File: src/sv/bod_pkg.sv
package bod_pkg;

    // Defaults for the top-level parameters.
    localparam int ARC_BITS_DEF = 32;
    localparam int MAX_ARCS_DEF = 128;

    // Status codes carried on each result word.
    localparam logic [2:0] ST_OK       = 3'd0;
    localparam logic [2:0] ST_PREFIX   = 3'd1;
    localparam logic [2:0] ST_SHORT    = 3'd2;
    localparam logic [2:0] ST_TRUNC    = 3'd3;
    localparam logic [2:0] ST_OVERFLOW = 3'd4;
    localparam logic [2:0] ST_TOOMANY  = 3'd5;

    localparam logic [7:0] PREFIX_LO       = 8'h28;
    localparam logic [7:0] PREFIX_HI       = 8'h2B;
    localparam logic [7:0] FIRST_ARC_BASE  = 8'd40;
    localparam logic [6:0] COUNT_CAP       = 7'd64;
    localparam logic [6:0] MIN_BYTES_RESET = 7'd1;

    typedef struct packed {
        logic [7:0] data_byte;
        logic       first_byte;
        logic       last_byte;
    } t_in_word;

    typedef struct packed {
        logic [31:0] arc_value;
        logic [6:0]  arc_index;
        logic [2:0]  status;
        logic        last_result;
    } t_out_word;

    // Results of one decoded byte: up to two words, in order.
    typedef struct packed {
        logic [1:0] count;
        t_out_word  res0;
        t_out_word  res1;
    } t_step;

endpackage

File: src/sv/ber_oid_decoder.sv
// Channel   Direction  Handshake            Payload
// input     in         i_valid / o_ready    i_data  (bod_pkg::t_in_word)
// result    out        o_valid / i_ready    o_data  (bod_pkg::t_out_word)
// config    in         i_cfg_we             i_cfg_data (min_bytes)
//
// One byte is accepted per cycle while the result buffer has space; each byte is
// decoded combinationally from the input register into a two-word result buffer.
// A first byte in the prefix range yields two words and needs an empty buffer:
// with a word still waiting it stalls until that word drains, and a following
// byte that yields a word stalls while the extra word drains.
// Reset is synchronous and active low; it clears the decoder state and sets
// min_bytes to one.
module ber_oid_decoder #(
    parameter int ARC_BITS = bod_pkg::ARC_BITS_DEF,
    parameter int MAX_ARCS = bod_pkg::MAX_ARCS_DEF
) (
    input  logic               i_clk,
    input  logic               i_rst_n,
    input  logic               i_valid,
    output logic               o_ready,
    input  bod_pkg::t_in_word  i_data,
    output logic               o_valid,
    input  logic               i_ready,
    output bod_pkg::t_out_word o_data,
    input  logic               i_cfg_we,
    input  logic [6:0]         i_cfg_data
);

    logic              held;
    logic              space;
    logic              advance;
    bod_pkg::t_in_word word;
    bod_pkg::t_step    step;

    assign advance = held && space;

    bod_in_reg u_in (
        .i_clk     (i_clk),
        .i_rst_n   (i_rst_n),
        .i_valid   (i_valid),
        .o_ready   (o_ready),
        .i_data    (i_data),
        .i_advance (advance),
        .o_held    (held),
        .o_word    (word)
    );

    bod_decode #(
        .ARC_BITS (ARC_BITS),
        .MAX_ARCS (MAX_ARCS)
    ) u_dec (
        .i_clk      (i_clk),
        .i_rst_n    (i_rst_n),
        .i_cfg_we   (i_cfg_we),
        .i_cfg_data (i_cfg_data),
        .i_word     (word),
        .i_advance  (advance),
        .o_step     (step)
    );

    bod_out_buf u_out (
        .i_clk   (i_clk),
        .i_rst_n (i_rst_n),
        .i_step  (step),
        .i_push  (advance),
        .o_space (space),
        .o_valid (o_valid),
        .i_ready (i_ready),
        .o_data  (o_data)
    );

endmodule

File: src/sv/bod_in_reg.sv
module bod_in_reg (
    input  logic              i_clk,
    input  logic              i_rst_n,
    input  logic              i_valid,
    output logic              o_ready,
    input  bod_pkg::t_in_word i_data,
    input  logic              i_advance,
    output logic              o_held,
    output bod_pkg::t_in_word o_word
);

    logic              r_valid;
    bod_pkg::t_in_word r_word;

    assign o_ready = !r_valid || i_advance;
    assign o_held  = r_valid;
    assign o_word  = r_word;

    always_ff @(posedge i_clk) begin
        if (!i_rst_n) begin
            r_valid <= 1'b0;
        end else if (i_valid && o_ready) begin
            r_valid <= 1'b1;
        end else if (i_advance) begin
            r_valid <= 1'b0;
        end
    end

    always_ff @(posedge i_clk) begin
        if (i_valid && o_ready) begin
            r_word <= i_data;
        end
    end

endmodule

File: src/sv/bod_decode.sv
module bod_decode #(
    parameter int ARC_BITS = bod_pkg::ARC_BITS_DEF,
    parameter int MAX_ARCS = bod_pkg::MAX_ARCS_DEF
) (
    input  logic              i_clk,
    input  logic              i_rst_n,
    input  logic              i_cfg_we,
    input  logic [6:0]        i_cfg_data,
    input  bod_pkg::t_in_word i_word,
    input  logic              i_advance,
    output bod_pkg::t_step    o_step
);

    localparam int CNT_W = $clog2(MAX_ARCS + 1);
    localparam logic [CNT_W-1:0] ARC_LIMIT = CNT_W'(MAX_ARCS);
    localparam logic [CNT_W-1:0] TWO_ARCS  = CNT_W'(2);

    logic [ARC_BITS-1:0] r_acc, n_acc;
    logic                r_pend, n_pend;
    logic [6:0]          r_bytes, n_bytes;
    logic [CNT_W-1:0]    r_arcs, n_arcs;
    logic [2:0]          r_err, n_err;
    logic [6:0]          r_min_bytes;

    logic                first;
    logic [ARC_BITS-1:0] shifted;
    logic [2:0]          status;
    bod_pkg::t_step      step;

    always_comb begin
        first   = i_word.first_byte || (r_bytes == 7'd0);
        n_acc   = first ? '0 : r_acc;
        n_pend  = first ? 1'b0 : r_pend;
        n_arcs  = first ? '0 : r_arcs;
        n_err   = first ? bod_pkg::ST_OK : r_err;
        n_bytes = first ? 7'd0 : r_bytes;
        if (n_bytes < bod_pkg::COUNT_CAP) begin
            n_bytes = n_bytes + 7'd1;
        end
        shifted = {n_acc[ARC_BITS-8:0], i_word.data_byte[6:0]};
        status  = bod_pkg::ST_OK;

        step       = '0;
        step.res0.status = bod_pkg::ST_OK;
        step.res1.status = bod_pkg::ST_OK;

        if (first) begin
            // The first byte folds the two leading arcs; only arc one is legal here.
            if (i_word.data_byte >= bod_pkg::PREFIX_LO &&
                i_word.data_byte <= bod_pkg::PREFIX_HI) begin
                step.count          = 2'd2;
                step.res0.arc_value = 32'd1;
                step.res0.arc_index = 7'd0;
                step.res1.arc_value = 32'(i_word.data_byte - bod_pkg::FIRST_ARC_BASE);
                step.res1.arc_index = 7'd1;
                n_arcs              = TWO_ARCS;
            end else begin
                n_err = bod_pkg::ST_PREFIX;
            end
        end else if (n_err == bod_pkg::ST_OK) begin
            if (n_acc[ARC_BITS-1 -: 7] != 7'd0) begin
                n_err = bod_pkg::ST_OVERFLOW;
            end else begin
                n_acc = shifted;
                if (i_word.data_byte[7]) begin
                    n_pend = 1'b1;
                end else if (n_arcs >= ARC_LIMIT) begin
                    n_err = bod_pkg::ST_TOOMANY;
                end else begin
                    step.count          = 2'd1;
                    step.res0.arc_value = 32'(shifted);
                    step.res0.arc_index = 7'(n_arcs);
                    n_arcs              = n_arcs + CNT_W'(1);
                    n_acc               = '0;
                    n_pend              = 1'b0;
                end
            end
        end

        if (n_err != bod_pkg::ST_OK) begin
            step.count = 2'd0;
        end

        if (i_word.last_byte) begin
            if (n_bytes < r_min_bytes) begin
                status = bod_pkg::ST_SHORT;
            end else if (n_err != bod_pkg::ST_OK) begin
                status = n_err;
            end else if (n_pend) begin
                status = bod_pkg::ST_TRUNC;
            end else begin
                status = bod_pkg::ST_OK;
            end

            if (status != bod_pkg::ST_OK || step.count == 2'd0) begin
                step.count       = 2'd1;
                step.res0        = '0;
                step.res0.status = status;
                step.res0.last_result = 1'b1;
            end else if (step.count == 2'd2) begin
                step.res1.last_result = 1'b1;
            end else begin
                step.res0.last_result = 1'b1;
            end

            n_acc   = '0;
            n_pend  = 1'b0;
            n_bytes = 7'd0;
            n_arcs  = '0;
            n_err   = bod_pkg::ST_OK;
        end
    end

    assign o_step = step;

    always_ff @(posedge i_clk) begin
        if (!i_rst_n) begin
            r_acc   <= '0;
            r_pend  <= 1'b0;
            r_bytes <= 7'd0;
            r_arcs  <= '0;
            r_err   <= bod_pkg::ST_OK;
        end else if (i_advance) begin
            r_acc   <= n_acc;
            r_pend  <= n_pend;
            r_bytes <= n_bytes;
            r_arcs  <= n_arcs;
            r_err   <= n_err;
        end
    end

    always_ff @(posedge i_clk) begin
        if (!i_rst_n) begin
            r_min_bytes <= bod_pkg::MIN_BYTES_RESET;
        end else if (i_cfg_we) begin
            r_min_bytes <= i_cfg_data;
        end
    end

endmodule

File: src/sv/bod_out_buf.sv
module bod_out_buf (
    input  logic               i_clk,
    input  logic               i_rst_n,
    input  bod_pkg::t_step     i_step,
    input  logic               i_push,
    output logic               o_space,
    output logic               o_valid,
    input  logic               i_ready,
    output bod_pkg::t_out_word o_data
);

    bod_pkg::t_out_word r_slot [2];
    bod_pkg::t_out_word n_slot [2];
    logic [1:0]         r_occ, n_occ;
    logic               pop;

    // Space is judged before this cycle's pop so that ready does not depend on
    // the downstream ready.
    assign o_space = ({1'b0, r_occ} + {1'b0, i_step.count}) <= 3'd2;
    assign o_valid = r_occ != 2'd0;
    assign o_data  = r_slot[0];
    assign pop     = o_valid && i_ready;

    always_comb begin
        n_slot[0] = r_slot[0];
        n_slot[1] = r_slot[1];
        n_occ     = r_occ;
        if (pop) begin
            n_slot[0] = r_slot[1];
            n_occ     = r_occ - 2'd1;
        end
        if (i_push) begin
            case (n_occ)
                2'd0: begin
                    n_slot[0] = i_step.res0;
                    n_slot[1] = i_step.res1;
                end
                2'd1: begin
                    n_slot[1] = i_step.res0;
                end
                default: begin
                end
            endcase
            n_occ = n_occ + i_step.count;
        end
    end

    always_ff @(posedge i_clk) begin
        if (!i_rst_n) begin
            r_occ <= 2'd0;
        end else begin
            r_occ <= n_occ;
        end
    end

    always_ff @(posedge i_clk) begin
        r_slot[0] <= n_slot[0];
        r_slot[1] <= n_slot[1];
    end

endmodule

File: config.mk
export PLATFORM = sky130hd
export DESIGN_NAME = ber_oid_decoder
export DESIGN_NICKNAME = d
export VERILOG_FILES = /design/src/sv/bod_pkg.sv /design/src/sv/ber_oid_decoder.sv /design/src/sv/bod_in_reg.sv /design/src/sv/bod_decode.sv /design/src/sv/bod_out_buf.sv
export SDC_FILE = /design/constraint.sdc
export NUM_CORES = 1
export LEC_CHECK = 0
export BUFFER_PORTS_ARGS = -buffer_cell sky130_fd_sc_hd__buf_2
export CAP_MARGIN = 10
export CORE_AREA = 2 2 195 149
export DETAILED_ROUTE_END_ITERATION = 10
export DIE_AREA = 0 0 197 151
export GPL_TIMING_DRIVEN = 1
export PLACE_DENSITY = 0.48
export SLEW_MARGIN = 20
export SYNTH_ARGS = -nofsm -noshare
export SYNTH_HDL_FRONTEND = slang
export SYNTH_HIERARCHICAL = 1
export SYNTH_SLANG_ARGS = --single-unit
File: constraint.sdc
create_clock -name i_clk -period 6.05 [get_ports i_clk]
set_input_delay 1.815 -clock i_clk [delete_from_list [all_inputs] [get_ports i_clk]]
set_output_delay 1.815 -clock i_clk [all_outputs]
set_load 0.02 [all_outputs]
==> impl_metrics.json, run 1 <==
{
  "result_of_the_run": "completed",
  "report.final.setup_viol": 0,
  "synth_simple_gate_area_frac": 0.126,
  "seq_area_frac_synth": 0.445,
  "min-delay-path-class": "reg2reg",
  "clock-skew-final_ns": 0.0128,
  "cts_max_level": 4,
  "final_max_slew_viol_count": 0,
  "timing.slew.headroom": 0.335,
  "worst-setup-path-type": "reg2out",
  "syn_avg_cell_area_um2": 11.3,
  "r2r_start": "u_in/o_word[1]",
  "final_min_period_over_clock_period": 0.974,
  "detailroute.via_count": 5217,
  "adder_cell_share_of_the_synthesized_area": 0.0206,
  "worst_setup_path_start_kind": "register",
  "clock_latency_ns": 0.43,
  "number_of_antenna_violations_at_the_first_check_in_global_routing": 0,
  "layout-area-overhead-vs-synth_pct": 9.56,
  "fill_cells": 2822,
  "cts_root_buffer": "clkbuf_16",
  "timing.reg2reg.worst_path_depth": 22,
  "fmax_ghz": 0.170,
  "synth_edf_count": 53,
  "drc": 0,
  "synth-warning-count": 6,
  "layout.cells.most_common": "mux2_2",
  "track_usage": 0.136,
  "synth_seq_cells": 157,
  "muxShareOfSynthArea": 0.189,
  "port_buffers": 66,
  "clk_path_buf_depth": 2,
  "postPlaceCellArea_mm2": 0.00835,
  "avgViaCountPerCell": 4.75,
  "setup_repair_after_global_routing_missed_its_margin": "true",
  "p_leak_nw": 3.78,
  "yosys.area_share.xor_xnor": 0.00742,
  "holdPathStages": 1,
  "syn-instance-count": 728,
  "finalNetCount": 764,
  "number_of_global_route_vias_before_repair": 5136,
  "post_synth_instance_area_mm2": 0.00826,
  "min_delay_worst_endpoint": "u_dec/r_acc[27]",
  "antennaDiodeCount": 0,
  "main_combinational_cell_family_by_area_after_synthesis": "multiplexers",
  "leading_area_contributor_after_synthesis": "dfxtp_1",
  "share_of_layout_cells_above_drive_strength_1": 0.404,
  "p_per_area_mw_per_mm2": 406,
  "finish.utilization": 0.326,
  "path_clk_slew_ns": 0.07,
  "die_width_um": 197,
  "floorplan.io_pins": 67,
  "maximum_vdd_ir_drop_mv": 0.245,
  "core_area_mm2": 0.0277,
  "site_rows": 53,
  "die_y_um": 151,
  "tightestPinTransition_ns": 0.997,
  "grt.overflow.total": 0,
  "r2r_end": "u_dec/r_acc[16]",
  "synth_compound_gate_area_share": 0.0994,
  "synth_top_area_share": 0.252,
  "cts_buffers": 17,
  "critPathRequiredTime_ns": 4.24,
  "synth-main-ff-cell": "dfxtp_1",
  "initial_utilization": 0.298,
  "finalInstanceArea_mm2": 0.00905,
  "final_cells": 1099,
  "cts_tree": "built",
  "yosys-top-cells-area": "dfxtp_1 (25%), edfxtp_1 (19%), mux2_2 (17%), buf_4 (7.0%), and3_1 (3.1%)",
  "die_area_mm2": 0.0297,
  "route.antenna.remaining_nets": 0,
  "totalWireLength_um": 19300,
  "grt_start_max_net_pins": 48,
  "setup.worst_path.end_class": "output port",
  "grt_first_pass_wirelength_um": 30800,
  "most_frequent_cells_in_the_layout": "mux2_2 (123), dfxtp_1 (102), buf_2 (65), edfxtp_1 (53), and3_1 (41)",
  "synth_cell_types": 79,
  "avgRoutedWirePerCell_um": 17.6,
  "holdCritStartpoint": "u_dec/r_acc[27]",
  "place_congestion": 0.847,
  "synth_async_sr_flop_share": 0,
  "smallest_setup_slack_after_layout_ns": 0.159,
  "cp_arrival_ns": 4.08,
  "dp_slack_ns": 0.345,
  "hold_violations": 0,
  "dr.first_iter.drc_count": 359,
  "drv.max_cap_violation_count": 0,
  "path_max_fanout": 5,
  "post-dp-hpwl_um": 13000,
  "postCtsHoldBufs": 0,
  "drt-pass1-iter-count": 4,
  "finalHoldWorstSlack_ns": 0.487,
  "clock_sink_count": 157,
  "setup_slack_of_the_worst_register_to_register_path_ns": 1.08,
  "finalWorstPathRequiredPeriod_ns": 5.89,
  "critical_path.startpoint": "u_in/o_word[1]",
  "placed_cells": 1060
}
## per-layer routing
layer,up-vias,track usage,routed length (µm)
met5,-,0,0
met4,0,0.0451,139
met3,10,0.0274,983
met2,91,0.187,7820
met1,2541,0.209,10400
li1,2575,-,-
## sequential cells by signal, indices dropped and copies added, names as in the netlist
register           cells
u_dec/r_acc           32
u_dec/r_arcs           8
u_dec/r_bytes          7
u_dec/r_err            3
u_dec/r_min_bytes      7
u_dec/r_pend           1
u_in/o_held            1
u_in/o_word           10
u_out/r_occ            2
u_out/r_slot          86
## per-stage QoR
stage	setup TNS [ns]	total power, mW
2_1_floorplan	0	2.46
3_3_place_gp	0	2.60
5_1_grt	-0.0772	3.87
3_5_place_dp	0	2.61
4_1_cts	0	3.72
6_report	0	3.67
## power breakdown
group,switching [mW],internal [mW]
Sequential,0.0950,1.31
Clock,0.490,0.607
Combinational,0.630,0.542
## critical path, cell delays in order (launching register included)
cell and delay (ns):
edfxtp_1 0.46, nor2b_1 0.15, ha_2 0.23, nand4_1 0.12
xnor2_1 0.23, nor2_1 0.08, ha_1 0.29, nand4_1 0.10
a221oi_2 0.30, a211oi_4 0.08, o21a_1 0.21, or2_4 0.28
ha_4 0.16, fa_1 0.43, a21oi_1 0.14, and2_4 0.16
nand2b_4 0.12, buf_6 0.11
## cell families after synthesis
group | after synthesis
other | 1
flip-flops | 157
adder cells (fa/ha/maj) | 13
XOR/XNOR | 7
buffers and inverters | 135
AND/OR/NAND/NOR | 173
AO/OA/AOI/OAI | 104
multiplexers | 138
## final cells by class
cell class,count,area [µm²],share of cell area
timing repair buffer,89,522,0.0577
clock buffer,19,453,0.0501
clock inverter,13,154,0.0170
sequential,157,3680,0.406
inverter,20,75.1,0.00830
multi-input combinational,444,3720,0.411
tap,357,447,0.0494
## Yosys cell counts, drive strengths merged, types with 6 or more instances
cell type	count
a21oi	20
a22o	30
and2	11
and3	41
buf	102
clkbuf	13
dfxtp	104
edfxtp	53
ha	12
inv	20
mux2	129
mux2i	9
nand2	30
nand3	9
nand4	6
nor2	36
nor2b	7
nor3	10
o21ai	16
## repair_timing
action | in CTS | in global routing
pin swaps | 0 | 10
endpoints found under the setup margin | 1 | 1
hold endpoints to repair | 0 | 0
setup buffers | 2 | 5
gates resized for setup | 4 | 7
## worst max-delay path by stage
stage                   end  slack [ns]  cells past startpoint
finish              o_ready        0.16                     17
global route        o_ready       -0.08                     17
CTS                 o_ready       0.002                     17
detailed placement  o_ready        0.35                     17
global placement    o_ready        0.37                     17
floorplan           o_ready        0.50                     17
Note: power is estimated with default switching activity, not from simulation.
==> inputs of run 2 (changes only) <==
==> constraint.sdc (replaced) <==
create_clock -name i_clk -period 6.05 [get_ports i_clk]
set_input_delay 0.3025 -clock i_clk [delete_from_list [all_inputs] [get_ports i_clk]]
set_output_delay 0.3025 -clock i_clk [all_outputs]
set_load 0.02 [all_outputs]
==> impl_metrics.json, run 2 (synthesis results as in run 1) <==
{
  "result_of_the_run": "completed",
  "drv.max_cap_violation_count": 0,
  "grt.overflow.total": 0,
  "hold_violations": 0,
  "finalHoldWorstSlack_ns": 0.0544,
  "slowest_delay_ns": 0.58,
  "totalWireLength_um": 18700,
  "drt-pass1-iter-count": 4,
  "drc": 0,
  "layout-area-overhead-vs-synth_pct": 7.64,
  "p_leak_nw": 3.70,
  "clock_latency_ns": 0.42,
  "postCtsHoldBufs": 0,
  "r2r_start": "u_in/o_word[1]",
  "holdCritStartpoint": "i_data[0]",
  "timing.slew.headroom": 0.338,
  "design_power_total_mw": 3.56,
  "path_max_fanout": 27,
  "finalWorstPathRequiredPeriod_ns": 5.26,
  "clk_path_buf_depth": 2,
  "path_clk_slew_ns": 0.07,
  "fill_cells": 2861,
  "cp_arrival_ns": 5.58,
  "avgViaCountPerCell": 4.78,
  "setup_repair_after_global_routing_missed_its_margin": "false",
  "site_rows": 53,
  "post-dp-hpwl_um": 12700,
  "final_max_slew_viol_count": 0,
  "tightestPinTransition_ns": 0.992,
  "cts_setup_buffers": 0,
  "number_of_antenna_violations_at_the_first_check_in_global_routing": 0,
  "floorplan.io_pins": 67,
  "die_y_um": 151,
  "cts_tree": "built",
  "place_congestion": 0.862,
  "finalNetCount": 755,
  "fmax_ghz": 0.190,
  "totalNegativeSetupSlack_ns": 0,
  "final_min_period_over_clock_period": 0.870,
  "min_delay_worst_endpoint": "u_in/o_word[0]",
  "most_frequent_cells_in_the_layout": "mux2_2 (123), dfxtp_1 (104), buf_2 (66), edfxtp_1 (53), and3_1 (41)",
  "die_width_um": 197,
  "cts_root_buffer": "clkbuf_16",
  "layout.cells.most_common": "mux2_2",
  "critPathRequiredTime_ns": 6.36,
  "core_area_mm2": 0.0277,
  "final_cells": 1090,
  "quantity_of_gates_resized_following_cts": 0,
  "grt_first_pass_wirelength_um": 29400,
  "setup.worst_path.end_class": "register",
  "cts_max_level": 4,
  "min-delay-path-class": "in2reg",
  "port_buffers": 66,
  "track_usage": 0.131,
  "initial_utilization": 0.298,
  "number_of_global_route_vias_before_repair": 4947,
  "cts_buffers": 17,
  "report.final.setup_viol": 0,
  "crit_path_top_delay_cell": "edfxtp_1",
  "dr.first_iter.drc_count": 329,
  "clock_sink_count": 157,
  "avgRoutedWirePerCell_um": 17.2,
  "timing.reg2reg.worst_path_depth": 20,
  "register_name_with_the_most_flops": "u_out/r_slot",
  "route.antenna.remaining_nets": 0,
  "detailroute.via_count": 5215,
  "maximum_vdd_ir_drop_mv": 0.215,
  "antennaDiodeCount": 0,
  "worst-setup-path-type": "reg2reg",
  "cp_cell_sequence": "nor2b_1, ha_1, a21oi_1, a311oi_1, ha_1, o21ai_0, a221oi_2, a211oi_2, o21a_1, or2_1, ha_1, fa_1, a21oi_1, and2_1, buf_4, inv_1, a21oi_1, nor2_2, buf_4, a22o_2",
  "placed_cells": 1058,
  "setup_slack_of_the_worst_register_to_register_path_ns": 0.79,
  "grt_start_max_net_pins": 48,
  "die_area_mm2": 0.0297,
  "share_of_layout_cells_above_drive_strength_1": 0.387,
  "holdPathStages": 1,
  "r2r_end": "u_dec/r_acc[18]",
  "worst_setup_path_start_kind": "register",
  "largest_reg_flops": 86,
  "clock-skew-final_ns": 0.00886,
  "p_per_area_mw_per_mm2": 400
}
run 2: critical path, delay by kind of cell (launching register included):
kind | cells | cell delay (ns)
compound gates | 9 | 1.92
fa+ha+maj | 4 | 1.16
simple gates | 4 | 0.79
buf+inv | 3 | 0.69
flops | 1 | 0.58
run 2: layer usage:
| metal | GRT usage | vias up | share of wire | wire [µm] |
|---|---|---|---|---|
| met5 | 0 | - | 0 | 0 |
| met4 | 0.0372 | 0 | 0.0092 | 173 |
| met3 | 0.0354 | 11 | 0.055 | 1020 |
| met2 | 0.177 | 119 | 0.40 | 7490 |
| met1 | 0.199 | 2529 | 0.54 | 10000 |
| li1 | - | 2556 | - | - |
run 2: how the worst max path moves through the flow:
stage,slack (ns),depth (start not counted),to,startpoint
floorplan,1.03,17,u_out/r_slot[0][43],u_in/o_word[1]
global route,0.31,20,u_dec/r_acc[20],u_in/o_word[1]
global placement,0.93,20,u_dec/r_acc[5],u_in/o_word[1]
CTS,0.78,20,u_dec/r_acc[17],u_in/o_word[1]
detailed placement,0.83,21,u_dec/r_acc[13],u_in/o_word[1]
finish,0.79,20,u_dec/r_acc[18],u_in/o_word[1]
run 2: per-stage QoR:
stage                     utilization  setup WS [ns]  cell area, µm²
final                           0.321          0.786            8890
after global routing            0.321          0.310            8890
after CTS                       0.321          0.781            8890
after detailed placement        0.301          0.830            8340
after global placement          0.301          0.929            8340
after floorplan                     -           1.03            8290
run 2: power by group:
group | internal, mW | leakage (nW) | switching, mW
Clock | 0.538 | 0.265 | 0.471
Combinational | 0.527 | 2.08 | 0.623
Sequential | 1.31 | 1.36 | 0.0910
Total | 2.37 | 3.70 | 1.18
run 2: final cells by class:
type                       count  area, µm²  share of cell area
sequential                   157       3670               0.413
multi-input combinational    444       3690               0.415
clock buffer                  17        425              0.0479
inverter                      20       75.1             0.00844
clock inverter                15        129              0.0145
timing repair buffer          80        448              0.0504
tap                          357        447              0.0502
==> inputs of run 3 (changes only) <==
--- a/config.mk
+++ b/config.mk
@@ -7,9 +7,9 @@
 export LEC_CHECK = 0
 export BUFFER_PORTS_ARGS = -buffer_cell sky130_fd_sc_hd__buf_2
 export CAP_MARGIN = 10
-export CORE_AREA = 2 2 195 149
+export CORE_AREA = 2 2 202 144
 export DETAILED_ROUTE_END_ITERATION = 10
-export DIE_AREA = 0 0 197 151
+export DIE_AREA = 0 0 204 146
 export GPL_TIMING_DRIVEN = 1
 export PLACE_DENSITY = 0.48
 export SLEW_MARGIN = 20
==> impl_metrics.json, run 3 (synthesis results as in run 1) <==
{
  "number_of_global_route_vias_before_repair": 5009,
  "p_leak_nw": 3.73,
  "path_clk_slew_ns": 0.07,
  "clock_sink_count": 157,
  "worst_setup_path_start_kind": "register",
  "cts_max_level": 4,
  "most_frequent_cells_in_the_layout": "mux2_2 (123), dfxtp_1 (104), buf_2 (66), edfxtp_1 (53), and3_1 (41)",
  "timing.slew.headroom": 0.367,
  "drc": 0,
  "min-delay-path-class": "in2reg",
  "share_of_layout_cells_above_drive_strength_1": 0.385,
  "postCtsHoldBufs": 0,
  "p_per_area_mw_per_mm2": 408,
  "die_y_um": 146,
  "avgViaCountPerCell": 4.66,
  "tightestPinTransition_ns": 0.947,
  "register_name_with_the_most_flops": "u_out/r_slot",
  "finalInstanceArea_mm2": 0.00894,
  "site_rows": 51,
  "grt_start_max_net_pins": 49,
  "largest_reg_flops": 86,
  "clock-skew-final_ns": 0.0137,
  "floorplan.io_pins": 67,
  "totalNegativeSetupSlack_ns": 0,
  "quantity_of_gates_resized_following_cts": 0,
  "layout-area-overhead-vs-synth_pct": 8.29,
  "setup.worst_path.end_class": "register",
  "path_max_fanout": 27,
  "avgRoutedWirePerCell_um": 16.9,
  "detailroute.via_count": 5141,
  "drv.max_cap_violation_count": 0,
  "cts_setup_buffers": 0,
  "report.final.setup_viol": 0,
  "grt.overflow.total": 0,
  "result_of_the_run": "completed",
  "post-dp-hpwl_um": 13000,
  "number_of_antenna_violations_at_the_first_check_in_global_routing": 0,
  "cts_buffers": 17,
  "final_min_period_over_clock_period": 0.863,
  "fmax_ghz": 0.192,
  "die_width_um": 204,
  "setup_repair_after_global_routing_missed_its_margin": "false",
  "finalNetCount": 754,
  "cts_tree": "built",
  "layout.cells.most_common": "mux2_2",
  "grt_first_pass_wirelength_um": 29900,
  "port_buffers": 66,
  "die_area_mm2": 0.0298,
  "cts_root_buffer": "clkbuf_16",
  "place_congestion": 0.843,
  "clock_latency_ns": 0.43,
  "maximum_vdd_ir_drop_mv": 0.257,
  "final_max_slew_viol_count": 0,
  "cp_arrival_ns": 5.54,
  "dr.first_iter.drc_count": 368,
  "clk_path_buf_depth": 2,
  "route.antenna.remaining_nets": 0,
  "critPathRequiredTime_ns": 6.37,
  "track_usage": 0.130,
  "finalWorstPathRequiredPeriod_ns": 5.22,
  "postPlaceCellArea_mm2": 0.00835,
  "core_area_mm2": 0.0277,
  "initial_utilization": 0.298,
  "drt-pass1-iter-count": 5,
  "hold_violations": 0,
  "totalWireLength_um": 18700,
  "worst-setup-path-type": "reg2reg"
}
-- run 3: report_power, final --
part | leakage, nW | internal [mW] | switching, mW
combinational | 2.07 | 0.526 | 0.619
clock | 0.300 | 0.651 | 0.449
sequential | 1.36 | 1.31 | 0.0918
total | 3.73 | 2.49 | 1.16
-- run 3: final timing paths --
kind,startpoint,to,slack (ns),depth (start not counted)
setup reg to reg,u_in/o_word[1],u_dec/r_acc[20],0.83,21
hold / removal,i_data[0],u_in/o_word[0],0.06,1
hold reg to reg,u_dec/r_acc[27],u_dec/r_acc[27],0.48,1
setup / recovery,u_in/o_word[1],u_dec/r_acc[20],0.83,21
-- run 3: layout make-up --
cell class,instances,area (µm²)
sequential,157,3670
timing repair buffer,79,440
multi-input combinational,444,3690
clock buffer,18,429
tap,371,464
clock inverter,14,166
antenna,1,2.50
fill,2857,18800
inverter,20,75.1
-- run 3: per-layer routing --
layer	up-vias	track usage	part of all wire	wire length (µm)
met4	0	0.0348	0.0099	185
met2	121	0.172	0.39	7310
met3	13	0.0349	0.053	985
met5	-	0	0	0
met1	2461	0.203	0.55	10200
li1	2546	-	-	-
-- run 3: worst max-delay path, cell delays in order (launching register included) --
cell and delay [ns]:
edfxtp_1 0.59, nor2b_1 0.19, ha_1 0.25, nand4_1 0.13, xnor2_1 0.21, nor2_1 0.07, ha_1 0.29, a21o_1 0.15
a21o_1 0.17, a211oi_2 0.38, o21a_1 0.20, or2_1 0.21, ha_1 0.19, fa_1 0.41, a21oi_1 0.14, and2_1 0.30
buf_4 0.27, inv_1 0.21, a21oi_1 0.20, nor2_2 0.04, buf_4 0.25, a22o_2 0.24
-- run 3: metrics by stage --
stage / total power [mW] / worst slack [ns] / hold WS (ns) / instances / util
floorplan: 2.46 / 1.03 / 0.401 / 736 / -
CTS: 3.71 / 0.823 / 0.0349 / 1103 / 0.323
global placement: 2.59 / 0.945 / 0.464 / 1071 / 0.301
finish: 3.65 / 0.830 / 0.0556 / 1104 / 0.323
detailed placement: 2.60 / 0.865 / 0.467 / 1071 / 0.301
global route: 3.85 / 0.369 / 0.0375 / 1103 / 0.323
